`config.mk`:
```
export PLATFORM = sky130hd
export DESIGN_NAME = rci_sqrt_cell
export DESIGN_NICKNAME = d
export VERILOG_FILES = /design/src/design/rci_pkg.sv /design/src/design/rci_sqrt_cell.sv
export SDC_FILE = /design/constraint.sdc
export NUM_CORES = 1
export LEC_CHECK = 0
export BUFFER_PORTS_ARGS = -buffer_cell sky130_fd_sc_hd__clkbuf_2
export CAP_MARGIN = 10
export CORE_MARGIN = 1
export CORE_UTILIZATION = 48
export DETAILED_ROUTE_END_ITERATION = 8
export GPL_ROUTABILITY_DRIVEN = 0
export GPL_TIMING_DRIVEN = 0
export PLACE_DENSITY = 0.78
export SLEW_MARGIN = 40
export SYNTH_ARGS = -nofsm -noshare
export SYNTH_HDL_FRONTEND = slang
export SYNTH_SLANG_ARGS = --single-unit
```
`constraint.sdc`:
```
create_clock -name clk -period 3.3 [get_ports clk]
set_clock_uncertainty 0.1 [all_clocks]
set_input_delay 0.33 -clock clk [delete_from_list [all_inputs] [get_ports clk]]
set_output_delay 0.33 -clock clk [all_outputs]
set_load 0.02 [all_outputs]
```
`src/design/rci_pkg.sv`:
```
// ----------------------------------------------------------------------------
// rci_pkg
// Types, widths and small helpers for the ray versus double cone intersector.
// ----------------------------------------------------------------------------
package rci_pkg;

    localparam int FRAC_BITS_DEF = 16;
    localparam int WORD_W        = 32;
    localparam int SUM_W         = 68;   // exact a, h, c sums before the shift
    localparam int COEF_W        = 64;   // floored a, h, c
    localparam int DISC_W        = 130;  // h*h - a*c, exact
    localparam int ROOT_W        = 64;   // isqrt result
    localparam int NUM_W         = 66;   // -h -/+ s
    localparam int QUO_W         = 128;  // quotient bits before saturation
    localparam int YACC_W        = 100;

    typedef struct packed {
        logic signed [WORD_W-1:0] origin_x;
        logic signed [WORD_W-1:0] origin_y;
        logic signed [WORD_W-1:0] origin_z;
        logic signed [WORD_W-1:0] dir_x;
        logic signed [WORD_W-1:0] dir_y;
        logic signed [WORD_W-1:0] dir_z;
    } ray_t;

    typedef struct packed {
        logic                     near_valid;
        logic signed [WORD_W-1:0] near_t;
        logic                     far_valid;
        logic signed [WORD_W-1:0] far_t;
    } hit_t;

    // Saturate a signed quotient held as sign plus magnitude.
    function automatic logic signed [WORD_W-1:0] sat_quo(
        input logic negative, input logic [QUO_W-1:0] q);
        logic signed [WORD_W-1:0] r;
        begin
            r = '0;
            if (negative)
            begin
                if (q >= QUO_W'(64'h8000_0000))
                    r = {1'b1, {(WORD_W-1){1'b0}}};
                else
                    r = WORD_W'(-$signed({1'b0, q[WORD_W-1:0]}));
            end
            else
            begin
                if (q > QUO_W'(64'h7FFF_FFFF))
                    r = {1'b0, {(WORD_W-1){1'b1}}};
                else
                    r = q[WORD_W-1:0];
            end
            sat_quo = r;
        end
    endfunction

endpackage

```
`src/design/rci_sqrt_cell.sv`:
```
// ----------------------------------------------------------------------------
// rci_sqrt_cell
// One restoring square-root step: try one root bit, keep it if it fits.
// ----------------------------------------------------------------------------
module rci_sqrt_cell #(
    parameter int BIT = 0
) (
    input  logic                         clk,
    input  logic                         en,
    input  logic [rci_pkg::DISC_W-1:0]   rem_in,
    input  logic [rci_pkg::ROOT_W-1:0]   root_in,
    output logic [rci_pkg::DISC_W-1:0]   rem_out,
    output logic [rci_pkg::ROOT_W-1:0]   root_out
);
    import rci_pkg::*;
    // rem = disc - root^2; trial = (2*root + 2^BIT) * 2^BIT
    logic [DISC_W-1:0] trial;
    logic [DISC_W-1:0] rem_reg;
    logic [ROOT_W-1:0] root_reg;

    assign trial = ((DISC_W'(root_in) << 1) | (DISC_W'(1) << BIT)) << BIT;

    always_ff @(posedge clk)
    begin
        if (en)
        begin
            if (rem_in >= trial)
            begin
                rem_reg  <= rem_in - trial;
                root_reg <= root_in | (ROOT_W'(1) << BIT);
            end
            else
            begin
                rem_reg  <= rem_in;
                root_reg <= root_in;
            end
        end
    end
    assign rem_out  = rem_reg;
    assign root_out = root_reg;
endmodule

```
---- Yosys cells after proc, flatten, opt, wreduce, memory -nomap -nowiden ----
Cells that the tools add are included.
storage, ports and cells
  register bits after elaboration ......... 194
  input port bits ......................... 196
  output and inout port bits .............. 194
  logic and storage cells ................. 6
cells by class
  add/sub/neg operators ................... 1
  order comparisons ....................... 1
  multiplexer cells ....................... 1
operator list
  operator          count
  $ge 130x65->1     1
  $mux 130          1
  $sub 130x65->130  1

---- Logic depth before layout (Yosys ltp) ----
  depth after elaboration ................. 2
  mapped depth ............................ 14
  mapped depth without buffers ............ 12

---- Worst setup path before layout ----
OpenSTA, ideal clock, no wires.
  path kind ............................... input to register
  from .................................... input port root_in[46] (netlist name)
  to ...................................... register rem_reg[129] (netlist: rem_out[129]), data pin
  library setup time ...................... 260 ps
  arrival ................................. 3279 ps
  required time ........................... 2940 ps
  setup slack ............................. -339 ps
  stages on the path ...................... 12
  path buffers ............................ 1
  cells stage by stage .................... inv_1 ha_1 clkbuf_1 nand4_1 or3_1 or4_1 nor4_4 nor3_2 or3b_4 a2111oi_2 o2111ai_1 xnor2_1
on the way
  cells in the longest elaborated chain, start to end .. 2
  elaborated cells between the ends (all ways) .. 3
  those cells by class .................... add/sub (1); order compare (1); mux (1)
ends and longest elaborated chain
  item                                               line                                      text
  start, declared                                    rci_sqrt_cell.sv:11                       input logic [rci_pkg::ROOT_W-1:0] root_in,
  $sub 130x65->130 or $ge 130x65->1 (tied branches)  rci_sqrt_cell.sv:29, rci_sqrt_cell.sv:27
  $mux 130 (*)                                       rci_sqrt_cell.sv:27                       if (rem_in >= trial)
  end signal, assigned                               rci_sqrt_cell.sv:29                       rem_reg <= rem_in - trial;
  end signal, assigned                               rci_sqrt_cell.sv:34                       rem_reg <= rem_in;
  end, declared                                      rci_sqrt_cell.sv:18                       logic [DISC_W-1:0] rem_reg;
Every way passes the cells marked *; elsewhere a longest branch is shown, timed or not.
A chain may end at the register's enable or synchronous reset.

---- Worst setup path in the final report ----
  from .................................... input port rem_in[105] (netlist name)
  to ...................................... register rem_reg[129] (netlist: rem_out[129]), data pin
on the way
  cells in the longest elaborated chain, start to end .. 2
  elaborated cells between the ends (all ways) .. 3
  those cells by class .................... add/sub (1); order compare (1); mux (1)
ends and longest elaborated chain
  item                                               line                                      text
  start, declared                                    rci_sqrt_cell.sv:10                       input logic [rci_pkg::DISC_W-1:0] rem_in,
  $sub 130x65->130 or $ge 130x65->1 (tied branches)  rci_sqrt_cell.sv:29, rci_sqrt_cell.sv:27
  $mux 130 (*)                                       rci_sqrt_cell.sv:27
Marks and branches as above.

==> out/results.ini <==
[global_route]
grt_overflow_total=0
antenna_found_initial=7
grt_max_degree=78
grt_first_pass_wirelength_um=69800
grt_pass1_vias=12959
grt_usage=0.323

[route]
drtIter0Drc=1515
ant_nets=0
wl_met1_um=17500
route.met3.wl_um=5010
routedWlPerCell_um=20.9
wl_met2_um=21500
vias=13529
post_drt_via_cell_ratio=6.09
drc=0
wl_um=46400
firstDrtPassIters=8
highest_layer=met4

[power]
irDropWorstVdd_uv=310
fin_total_pwr_mw=7.40
leakage_nw=7.05
p_per_area_nw_per_um2=428

[synthesis]
synth-seq-area-share=0.447
postSynthCellCount=1396
synthAdderAreaFrac=0.0640
yosys_register_bits=194
synth_top_area_frac=0.447
syn_area_um2=13000
ys_warn_count=0
muxShareOfSynthArea=0.000865
synth.avg_cell_area_um2=9.33
synth-edff-count=194
async_flop_share=0
synthSimpleGateAreaFrac=0.199
syn_nets=1658
yosysTopAreaCell=edfxtp_1
synth_top_flop_cell=edfxtp_1
synth_xor_area_frac=0.0861
synth_compound_area_frac=0.162
yosysUniqueCellTypes=73
synth.area.top_cells=edfxtp_1 (45%), ha_1 (6.2%), a21oi_1 (6.1%), xnor2_1 (5.9%), nor2_1 (4.6%)
synth_top_family_by_area=simple AND/OR/NAND/NOR gates

[finish]
area_growth_pct=32.8
drive_gt1_frac=0.296
final_common_cell=clkbuf_2
seq_area_um2=5830
fin_area_um2=17300
final_net_count=2127
final_cell_mix=clkbuf_2 (386), edfxtp_1 (194), nor2_1 (158)
fillers=2149
multi_input_area_um2=7200

[worst_setup_path]
start_kind=primary input
arrival_ns=3.34
cp-endpoint=rem_out[129]$_DFFE_PP_
startpoint=rem_in[105]
worstSetupEndpointType=flip-flop
critPathMaxFanout=8
critPathKind=in2reg
worst_ep_required_time_ns=3.39

[clock_tree]
clock-sinks=194
cts_buffer_depth=2
clk_pin_slew_ns=0.08
cts_buffers=17
cts_tree=built
h-tree-depth=4
cts-root-buf=clkbuf_16

[sta]
hold_viol=0
fin_crit_ns=3.25
relSlewSlack=0.421
fin_crit_sh=0.984
hold_ws_ns=0.0106
grt_setup_unrepaired=yes
max_freq_mhz=308
tightest_slew_ns=0.861
setup_viol=0
slew_violations=0

[floorplan]
num_rows=59
io_pins=390
die_area_um2=27800
start_util=0.494
die_h_um=167
die_w_um=167
core-area_um2=26400

[placement]
placed_cell_area_um2=15500
place_hpwl_um=35100
io_buffers=386

[flow_run]
max_cap_violations=0

[run_status]
status=finished, final reports clean

[min_path]
hp-class=in2reg

## worst max-delay path, cell delays in order
cell and delay, ns:
buf_6 0.10, or4_4 0.55, or3_4 0.42, or3_4 0.40
nor4_4 0.33, nor3_4 0.12, or3b_4 0.43, a2111oi_4 0.33
o2111ai_2 0.16, xnor2_1 0.17
## worst min path at each step
stage	startpoint	endpoint	depth (start not counted)
finish	root_in[52]	root_out[52]$_DFFE_PP_	1
global route	root_in[52]	root_out[52]$_DFFE_PP_	1
CTS	root_in[6]	root_out[6]$_DFFE_PP_	1
detailed placement	root_in[35]	root_out[35]$_DFFE_PP_	1
global placement	root_in[37]	root_out[37]$_DFFE_PP_	1
floorplan	root_in[10]	root_out[10]$_DFFE_PP_	0
## report_power, final
group	internal, mW	switching [mW]
combinational	0.785	1.41
sequential	3.05	0.0759
clock	1.01	1.08
total	4.84	2.56
## routing by layer
layer / track usage / vias to the layer above
met2: 0.525 / 918
met4: 0.163 / 0
met3: 0.0746 / 185
met1: 0.404 / 6299
li1: - / 6127
met5: 0 / -
## registers in the layout, summed over array words and instances, names as in the netlist
register	count
rem_out	130
root_out	64
## cell families after synthesis
logic type / count (synthesis)
DFF: 194
buffers and inverters: 135
adders and majority gates: 66
AOI/OAI and AO/OA: 353
muxes: 1
xor gates and xnor gates: 128
and+or+nand+nor: 519
## cells in the mapped netlist, drive strengths merged, types with 3 or more instances
cell and n:
a211o 4, a211oi 9, a21boi 5, a21o 22
a21oi 158, a22oi 4, a31oi 13, and2 3
buf 5, clkbuf 47, edfxtp 194, ha 65
inv 82, nand2 111, nand2b 5, nand3 35
nand3b 4, nand4 49, nand4b 4, nor2 160
nor2b 8, nor3 38, nor3b 4, nor4 32
nor4b 3, o2111ai 5, o211ai 11, o21a 10
o21ai 71, o21bai 14, o22ai 3, o311ai 4
or2 12, or3 21, or4 22, xnor2 87
xor2 41
## cell type report
| type | count | share of cell area |
|---|---|---|
| multi-input combinational | 1067 | 0.416 |
| antenna | 7 | 0.00101 |
| clock buffer | 19 | 0.0250 |
| timing repair buffer | 467 | 0.159 |
| buffer | 36 | 0.0119 |
| clock inverter | 13 | 0.00825 |
| inverter | 82 | 0.0178 |
| tap | 335 | 0.0242 |
| sequential | 194 | 0.337 |
## stage by stage
stage | std cells | worst slack [ns] | utilization | TNS, ns
final | 2220 | 0.0535 | 0.656 | 0
after global routing | 2219 | -0.0458 | 0.656 | -0.128
after CTS | 2210 | -0.0101 | 0.642 | -0.0200
after detailed placement | 2120 | -1.41 | 0.588 | -108.45
after global placement | 2117 | -1.31 | 0.585 | -316.89
after floorplan | 1396 | -0.165 | - | -0.745
## what timing repair did
action	in CTS	in global routing
hold buffers	52	0
pin swaps	4	17
endpoints found under the hold margin	52	0
gates resized for setup	62	64
buffers inserted	6	20
setup endpoints to repair	128	126
No activity file was read; power rests on OpenSTA's default activity.
