**src/design/rci_pkg.sv**
```systemverilog
// ----------------------------------------------------------------------------
// rci_pkg
// Types, widths and small helpers for the ray versus double cone intersector.
// ----------------------------------------------------------------------------
package rci_pkg;

    localparam int FRAC_BITS_DEF = 16;
    localparam int WORD_W        = 32;
    localparam int SUM_W         = 68;   // exact a, h, c sums before the shift
    localparam int COEF_W        = 64;   // floored a, h, c
    localparam int DISC_W        = 130;  // h*h - a*c, exact
    localparam int ROOT_W        = 64;   // isqrt result
    localparam int NUM_W         = 66;   // -h -/+ s
    localparam int QUO_W         = 128;  // quotient bits before saturation
    localparam int YACC_W        = 100;

    typedef struct packed {
        logic signed [WORD_W-1:0] origin_x;
        logic signed [WORD_W-1:0] origin_y;
        logic signed [WORD_W-1:0] origin_z;
        logic signed [WORD_W-1:0] dir_x;
        logic signed [WORD_W-1:0] dir_y;
        logic signed [WORD_W-1:0] dir_z;
    } ray_t;

    typedef struct packed {
        logic                     near_valid;
        logic signed [WORD_W-1:0] near_t;
        logic                     far_valid;
        logic signed [WORD_W-1:0] far_t;
    } hit_t;

    // Saturate a signed quotient held as sign plus magnitude.
    function automatic logic signed [WORD_W-1:0] sat_quo(
        input logic negative, input logic [QUO_W-1:0] q);
        logic signed [WORD_W-1:0] r;
        begin
            r = '0;
            if (negative)
            begin
                if (q >= QUO_W'(64'h8000_0000))
                    r = {1'b1, {(WORD_W-1){1'b0}}};
                else
                    r = WORD_W'(-$signed({1'b0, q[WORD_W-1:0]}));
            end
            else
            begin
                if (q > QUO_W'(64'h7FFF_FFFF))
                    r = {1'b0, {(WORD_W-1){1'b1}}};
                else
                    r = q[WORD_W-1:0];
            end
            sat_quo = r;
        end
    endfunction

endpackage

```
**src/design/rci_div_cell.sv**
```systemverilog
// ----------------------------------------------------------------------------
// rci_div_cell
// One restoring divide step for both roots against the same divisor.
// ----------------------------------------------------------------------------
module rci_div_cell (
    input  logic                         clk,
    input  logic                         en,
    input  logic                         bit0_in,
    input  logic                         bit1_in,
    input  logic [rci_pkg::COEF_W-1:0]   d_in,
    input  logic [rci_pkg::COEF_W:0]     r0_in,
    input  logic [rci_pkg::COEF_W:0]     r1_in,
    input  logic [rci_pkg::QUO_W-1:0]    q0_in,
    input  logic [rci_pkg::QUO_W-1:0]    q1_in,
    output logic [rci_pkg::COEF_W:0]     r0_out,
    output logic [rci_pkg::COEF_W:0]     r1_out,
    output logic [rci_pkg::QUO_W-1:0]    q0_out,
    output logic [rci_pkg::QUO_W-1:0]    q1_out
);
    import rci_pkg::*;
    logic [COEF_W:0] s0, s1;
    logic [COEF_W:0] r0_reg, r1_reg;
    logic [QUO_W-1:0] q0_reg, q1_reg;

    // remainder stays below d, so the shifted value fits in COEF_W+1 bits
    assign s0 = {r0_in[COEF_W-1:0], bit0_in};
    assign s1 = {r1_in[COEF_W-1:0], bit1_in};

    always_ff @(posedge clk)
    begin
        if (en)
        begin
            if (s0 >= {1'b0, d_in})
            begin
                r0_reg <= s0 - {1'b0, d_in};
                q0_reg <= {q0_in[QUO_W-2:0], 1'b1};
            end
            else
            begin
                r0_reg <= s0;
                q0_reg <= {q0_in[QUO_W-2:0], 1'b0};
            end
            if (s1 >= {1'b0, d_in})
            begin
                r1_reg <= s1 - {1'b0, d_in};
                q1_reg <= {q1_in[QUO_W-2:0], 1'b1};
            end
            else
            begin
                r1_reg <= s1;
                q1_reg <= {q1_in[QUO_W-2:0], 1'b0};
            end
        end
    end
    assign r0_out = r0_reg;
    assign r1_out = r1_reg;
    assign q0_out = q0_reg;
    assign q1_out = q1_reg;
endmodule

```
**config.mk**
```make
export PLATFORM = sky130hd
export DESIGN_NAME = rci_div_cell
export DESIGN_NICKNAME = d
export VERILOG_FILES = /design/src/design/rci_pkg.sv /design/src/design/rci_div_cell.sv
export SDC_FILE = /design/constraint.sdc
export NUM_CORES = 1
export LEC_CHECK = 0
export BUFFER_PORTS_ARGS = -buffer_cell sky130_fd_sc_hd__buf_4
export CAP_MARGIN = 25
export CORE_AREA = 2 2 324 326
export DETAILED_ROUTE_END_ITERATION = 8
export DIE_AREA = 0 0 326 328
export PLACE_DENSITY = 0.49
export SLEW_MARGIN = 25
export SYNTH_ARGS = -nofsm -noshare
export SYNTH_HDL_FRONTEND = slang
export SYNTH_SLANG_ARGS = --single-unit
```
**constraint.sdc**
```tcl
create_clock -name clk -period 11.75 [get_ports clk]
set_clock_uncertainty 0.2 [all_clocks]
set_input_delay 1.175 -clock clk [delete_from_list [all_inputs] [get_ports clk]]
set_output_delay 1.175 -clock clk [all_outputs]
set_load 0.01 [all_outputs]
```
; ---- After elaboration in Yosys (flattened, before gate mapping)
; Index checks and enable logic that the tools add are counted.
[totals]
out_inout_bits = 386
register_bits = 386
word_cells = 12
in_bits = 454
[op_classes]
magnitude_cmp = 2
n_addsub = 2
muxes = 4
[op_table]
columns = operator, count
row1 = $ge 65x64->1, 2
row2 = $mux 65, 2
row3 = $sub 65x64->65, 2
row4 = $mux 1, 2

; ---- Depth between registers and ports, before layout
[logic_depth]
ltp_word = 2
ltp_mapped = 17
ltp_nobuf = 14

; ---- Worst setup path after synthesis
; No wires, ideal clock.
[synth_timing]
path_type = input -> register
startpoint = input port d_in[13] (netlist name)
endpoint = register r0_reg[14] (netlist: r0_out[14]) (data pin)
stages = 16
arrival_time_ns = 4.137
setup_ns = 0.260
t_required_ns = 11.290
path_slack_ns = 7.152
path_buffers = 3
path_cell_list = inv_1 ha_1 buf_2 nand4_1 or4_1 a21o_1 a31oi_4 a211oi_4 o31ai_4 a31oi_4 o31a_1 o211a_1 inv_2 buf_8 buf_12 mux2_4
[synth_via]
elab_chain_cells = 2
word_cells_on_any_way = 3
classes_between = add/sub: 1 / order compare: 1 / mux: 1
[synth_rtl]
columns = element, line
row1 = "start, declared", rci_div_cell.sv:10  ; input logic [rci_pkg::COEF_W-1:0] d_in,
row2 = $sub 65x64->65 / $ge 65x64->1 (equally long branches), "rci_div_cell.sv:35, rci_div_cell.sv:33"
row3 = $mux 65 (*), rci_div_cell.sv:33  ; if (s0 >= {1'b0, d_in})
row4 = "end signal, assigned", rci_div_cell.sv:35  ; r0_reg <= s0 - {1'b0, d_in};
row5 = "end, declared", rci_div_cell.sv:22  ; logic [COEF_W:0] r0_reg, r1_reg;
; Mark *: on every way between the ends. The rest lies on a longest branch, timed or not.
; A chain may end at the register's enable or synchronous reset.

; ---- Final worst setup path
[layout_timing]
startpoint = input port d_in[1] (netlist name)
endpoint = register r1_reg[43] (netlist: r1_out[43]) (data pin)
[layout_via]
elab_chain_cells = 2
word_cells_on_any_way = 3
classes_between = add/sub: 1 / order compare: 1 / mux: 1
[layout_rtl]
columns = element, line
row1 = $sub 65x64->65 / $ge 65x64->1 (equally long branches), "rci_div_cell.sv:45, rci_div_cell.sv:43"
row2 = $mux 65 (*), rci_div_cell.sv:43  ; if (s1 >= {1'b0, d_in})
row3 = "end signal, assigned", rci_div_cell.sv:45  ; r1_reg <= s1 - {1'b0, d_in};
row4 = "end, declared", rci_div_cell.sv:22
; Marks and branches as above.

==> reports/qor.json <==
{
  "cells_and_area": {
    "layout-drive-gt1-share_pct": 35.1,
    "num-fill-cells": 10700,
    "area_delta_synth_final_pct": 43.7,
    "nNetsFinal": 3285
  },
  "die": {
    "rows": 118,
    "coreArea_um2": 103000,
    "fp.dieArea_um2": 107000,
    "initial_core_util_pct": 20.4,
    "chipWidth_um": 326,
    "ios": 840,
    "floorplan.die.height_um": 328
  },
  "logic_synthesis": {
    "post-synth-top-area-cell": "sky130_fd_sc_hd__edfxtp_1",
    "syn_area_per_cell_um2": 11.2,
    "ys_warnings": 0,
    "synth-compound-area-share_pct": 16.3,
    "synthDistinctLibCells": 74,
    "synth_adder_area_share_pct": 7.78,
    "synth.mux.area_fraction_pct": 2.12,
    "post_synthesis_xor_xnor_area_fraction_pct": 4.86,
    "synth-simple-area-share_pct": 10.2,
    "syn_area_um2": 21100,
    "top_reg_cell_synth": "sky130_fd_sc_hd__edfxtp_1",
    "synth.area.top_cells": "sky130_fd_sc_hd__edfxtp_1, sky130_fd_sc_hd__ha_1, sky130_fd_sc_hd__a21oi_1, sky130_fd_sc_hd__nor2_1, sky130_fd_sc_hd__xnor2_1",
    "synth-seq-area-share_pct": 54.9,
    "yosys.area.top_type_share_pct": 54.9,
    "synth_enable_flop_cells": 386,
    "synth_fp_nets": 2462,
    "ys_async_sr_fraction_pct": 0,
    "post_synthesis_cells": 1878,
    "postSynthRegisterBits": 386,
    "largest_family_of_logic_cells_by_synthesized_area": "compound AO/OA/AOI/OAI gates"
  },
  "route": {
    "drt_wl_total_um": 94200,
    "detailedRoute.firstPassIterationCount": 5,
    "drt_iter0_markers": 1169,
    "drc": 0,
    "route.vias.total": 18300,
    "number_of_routed_nets_with_antenna_violations": 0,
    "post_drt_via_cell_ratio": 4.43,
    "detail_route.wl_per_cell_um": 22.8
  },
  "placement": {
    "port_buffers": 835,
    "dpl.hpwl_um": 77700,
    "gp_congestion": 0.893
  },
  "global_routing": {
    "global_route.overflow_total": 0,
    "antenna_found_initial": 21,
    "first_global_vias": 17900,
    "grt_max_degree": 160,
    "grt_use_total_pct": 16.7,
    "grt_first_pass_wirelength_um": 130000
  },
  "clocking": {
    "clock_slew_at_the_register_clock_pins_of_the_worst_setup_and_hold_paths_ns": 0.06,
    "cts_made_buffers": 48,
    "post_cts_resized": 0,
    "h-tree-depth": 2,
    "cts_num_sinks": 386,
    "postCtsSetupBuffers": 0,
    "clock_tree.buffer_depth": 3,
    "clk_root_buffer_cell": "sky130_fd_sc_hd__clkbuf_16",
    "cts_tree": "yes",
    "cts_hold_buf": 0
  },
  "critical_path": {
    "crit_family": "compound AO/OA/AOI/OAI gates",
    "critical_path_required_ns": 11.91,
    "crit_path_cell_trace": "buf_4 -> inv_1 -> ha_1 -> nor2b_1 -> o31a_1 -> o31ai_1 -> a21oi_1 -> a21oi_1 -> o221ai_1 -> nand2_1 -> a21o_1 -> nand3_4 -> buf_4 -> mux2_2",
    "critPathLaunchType": "input pin",
    "timing_worst_setup_path_type": "input pin to register",
    "worstPathBufferInverterCount": 3,
    "worstPathArrival_ns": 5.98,
    "crit_path_max_fanout": 60,
    "cp-end-kind": "register",
    "critical-path-slowest-cell": "sky130_fd_sc_hd__a21oi_1",
    "slowest_delay_ns": 0.71
  },
  "timing": {
    "finalSetupTns_ns": 0,
    "max_clock_freq_mhz": 172,
    "setup_viol": 0,
    "timing.max_slew.rel_slack_pct": 29.8,
    "setup_repair_after_global_routing_missed_its_margin": "no",
    "finalHoldViolations": 0,
    "worstMarginPinSlew_ns": 1.05,
    "period_needed_ns": 5.81,
    "report.final.slew_viol_count": 0,
    "layout_worst_path_cycle_share_pct": 49.5
  },
  "min_path": {
    "endpoint_of_the_worst_hold_timing_path": "q1_out[76]$_DFFE_PP_",
    "hold_depth": 1,
    "hp-start": "q1_in[75]",
    "holdCritPathClass": "input pin to register"
  },
  "status": {
    "outcome": "finished clean"
  },
  "power": {
    "power-per-cell-area_nw_per_um2": 142,
    "max-vdd-ir-drop_v": 0.0000979,
    "total_power_mw": 4.32,
    "cellLeakagePower_nw": 12.8
  },
  "flow_run": {
    "maxCapViolations": 0
  }
}
==> cells in the final DEF, fill, tap and decap left out, drive strengths merged, types with 8 or more instances in the layout <==
master	netlist	layout
nand3	31	31
o21bai	32	32
a21o	58	58
xnor2	74	74
nor3	21	21
buf	29	845
a31oi	18	18
xor2	43	43
nor2	179	179
clkinv	0	17
and3	8	8
inv	116	117
diode	0	8
o211ai	11	11
clkbuf	43	60
and2	9	9
nor2b	12	12
a21oi	254	254
nand4	43	43
o21ai	91	91
ha	128	128
or3	8	8
o21a	20	20
nor4	8	8
nand2	112	112
mux2	32	32
edfxtp	386	386
nand2b	10	10
a211oi	13	13
==> area by class of cell <==
type | instances | area [µm²] | area share [%]
sequential | 386 | 11600 | 38.2
multi-input combinational | 1304 | 8720 | 28.7
timing repair buffer | 845 | 6360 | 21.0
clock buffer | 60 | 1250 | 4.11
inverter | 116 | 438 | 1.44
clock inverter | 24 | 220 | 0.726
tap | 1380 | 1730 | 5.69
antenna | 8 | 20.0 | 0.0660
==> cell usage after synthesis (all sizes together), types with 4 or more instances <==
cell type and instances:
a211oi 13, a21boi 7, a21o 58, a21oi 254, a221oi 5, a31oi 18, and2 9, and3 8
buf 29, clkbuf 43, edfxtp 386, ha 128, inv 116, mux2 32, mux2i 5, nand2 112
nand2b 10, nand3 31, nand4 43, nor2 179, nor2b 12, nor3 21, nor4 8, nor4b 7
o211ai 11, o21a 20, o21ai 91, o21bai 32, o221ai 7, o31a 7, o31ai 4, or3 8
xnor2 74, xor2 43
==> logic make-up (layout without fill, tap and decap cells) <==
logic type,Yosys count,after routing
AO/OA/AOI/OAI,557,557
XOR/XNOR,117,117
adder cells (fa/ha/maj),130,130
buffers and inverters,188,1045
flip-flops,386,386
multiplexers,37,37
other,0,8
AND/OR/NAND/NOR,463,463
==> registers in the layout, summed over array words and instances (netlist names) <==
signal / flops
r0_out: 65
q1_out: 128
q0_out: 128
r1_out: 65
==> per-stage QoR <==
| stage | setup slack (ns) | instances | util, % | hold WS (ns) | instance area, µm² |
|---|---|---|---|---|---|
| after detailed placement | 5.30 | 4031 | 27.9 | 1.15 | 28800 |
| final | 5.94 | 4123 | 29.4 | 0.543 | 30300 |
| after CTS | 5.93 | 4115 | 29.4 | 0.485 | 30300 |
| after global routing | 5.73 | 4121 | 29.4 | 0.495 | 30300 |
| after global placement | 5.25 | 4031 | 27.9 | 1.15 | 28800 |
| after floorplan | 7.15 | 1878 | - | 1.07 | 21100 |
==> layer usage <==
| metal | routed length [µm] | part of all wire [%] | GRT usage, % |
|---|---|---|---|
| met5 | 44 | 0.047 | 0 |
| met3 | 6140 | 6.5 | 4.32 |
| met2 | 48300 | 51 | 29.9 |
| met1 | 37100 | 39 | 19.4 |
| met4 | 2690 | 2.9 | 5.14 |
==> where the power goes <==
group | internal, mW | switching (mW) | leakage [nW]
clock | 0.817 | 0.614 | 0.714
combinational | 0.504 | 0.618 | 8.34
sequential | 1.70 | 0.0604 | 3.78
==> worst max-delay path by stage <==
stage | start | endpoint | slack (ns) | depth (start not counted)
global placement | d_in[1] | r1_out[43]$_DFFE_PP_ | 5.25 | 14
global route | d_in[1] | r1_out[38]$_DFFE_PP_ | 5.73 | 14
detailed placement | d_in[1] | r1_out[43]$_DFFE_PP_ | 5.30 | 14
floorplan | d_in[13] | r0_out[14]$_DFFE_PP_ | 7.15 | 16
CTS | d_in[1] | r1_out[43]$_DFFE_PP_ | 5.93 | 14
finish | d_in[1] | r1_out[43]$_DFFE_PP_ | 5.94 | 14
(Power assumes the default switching activity.)
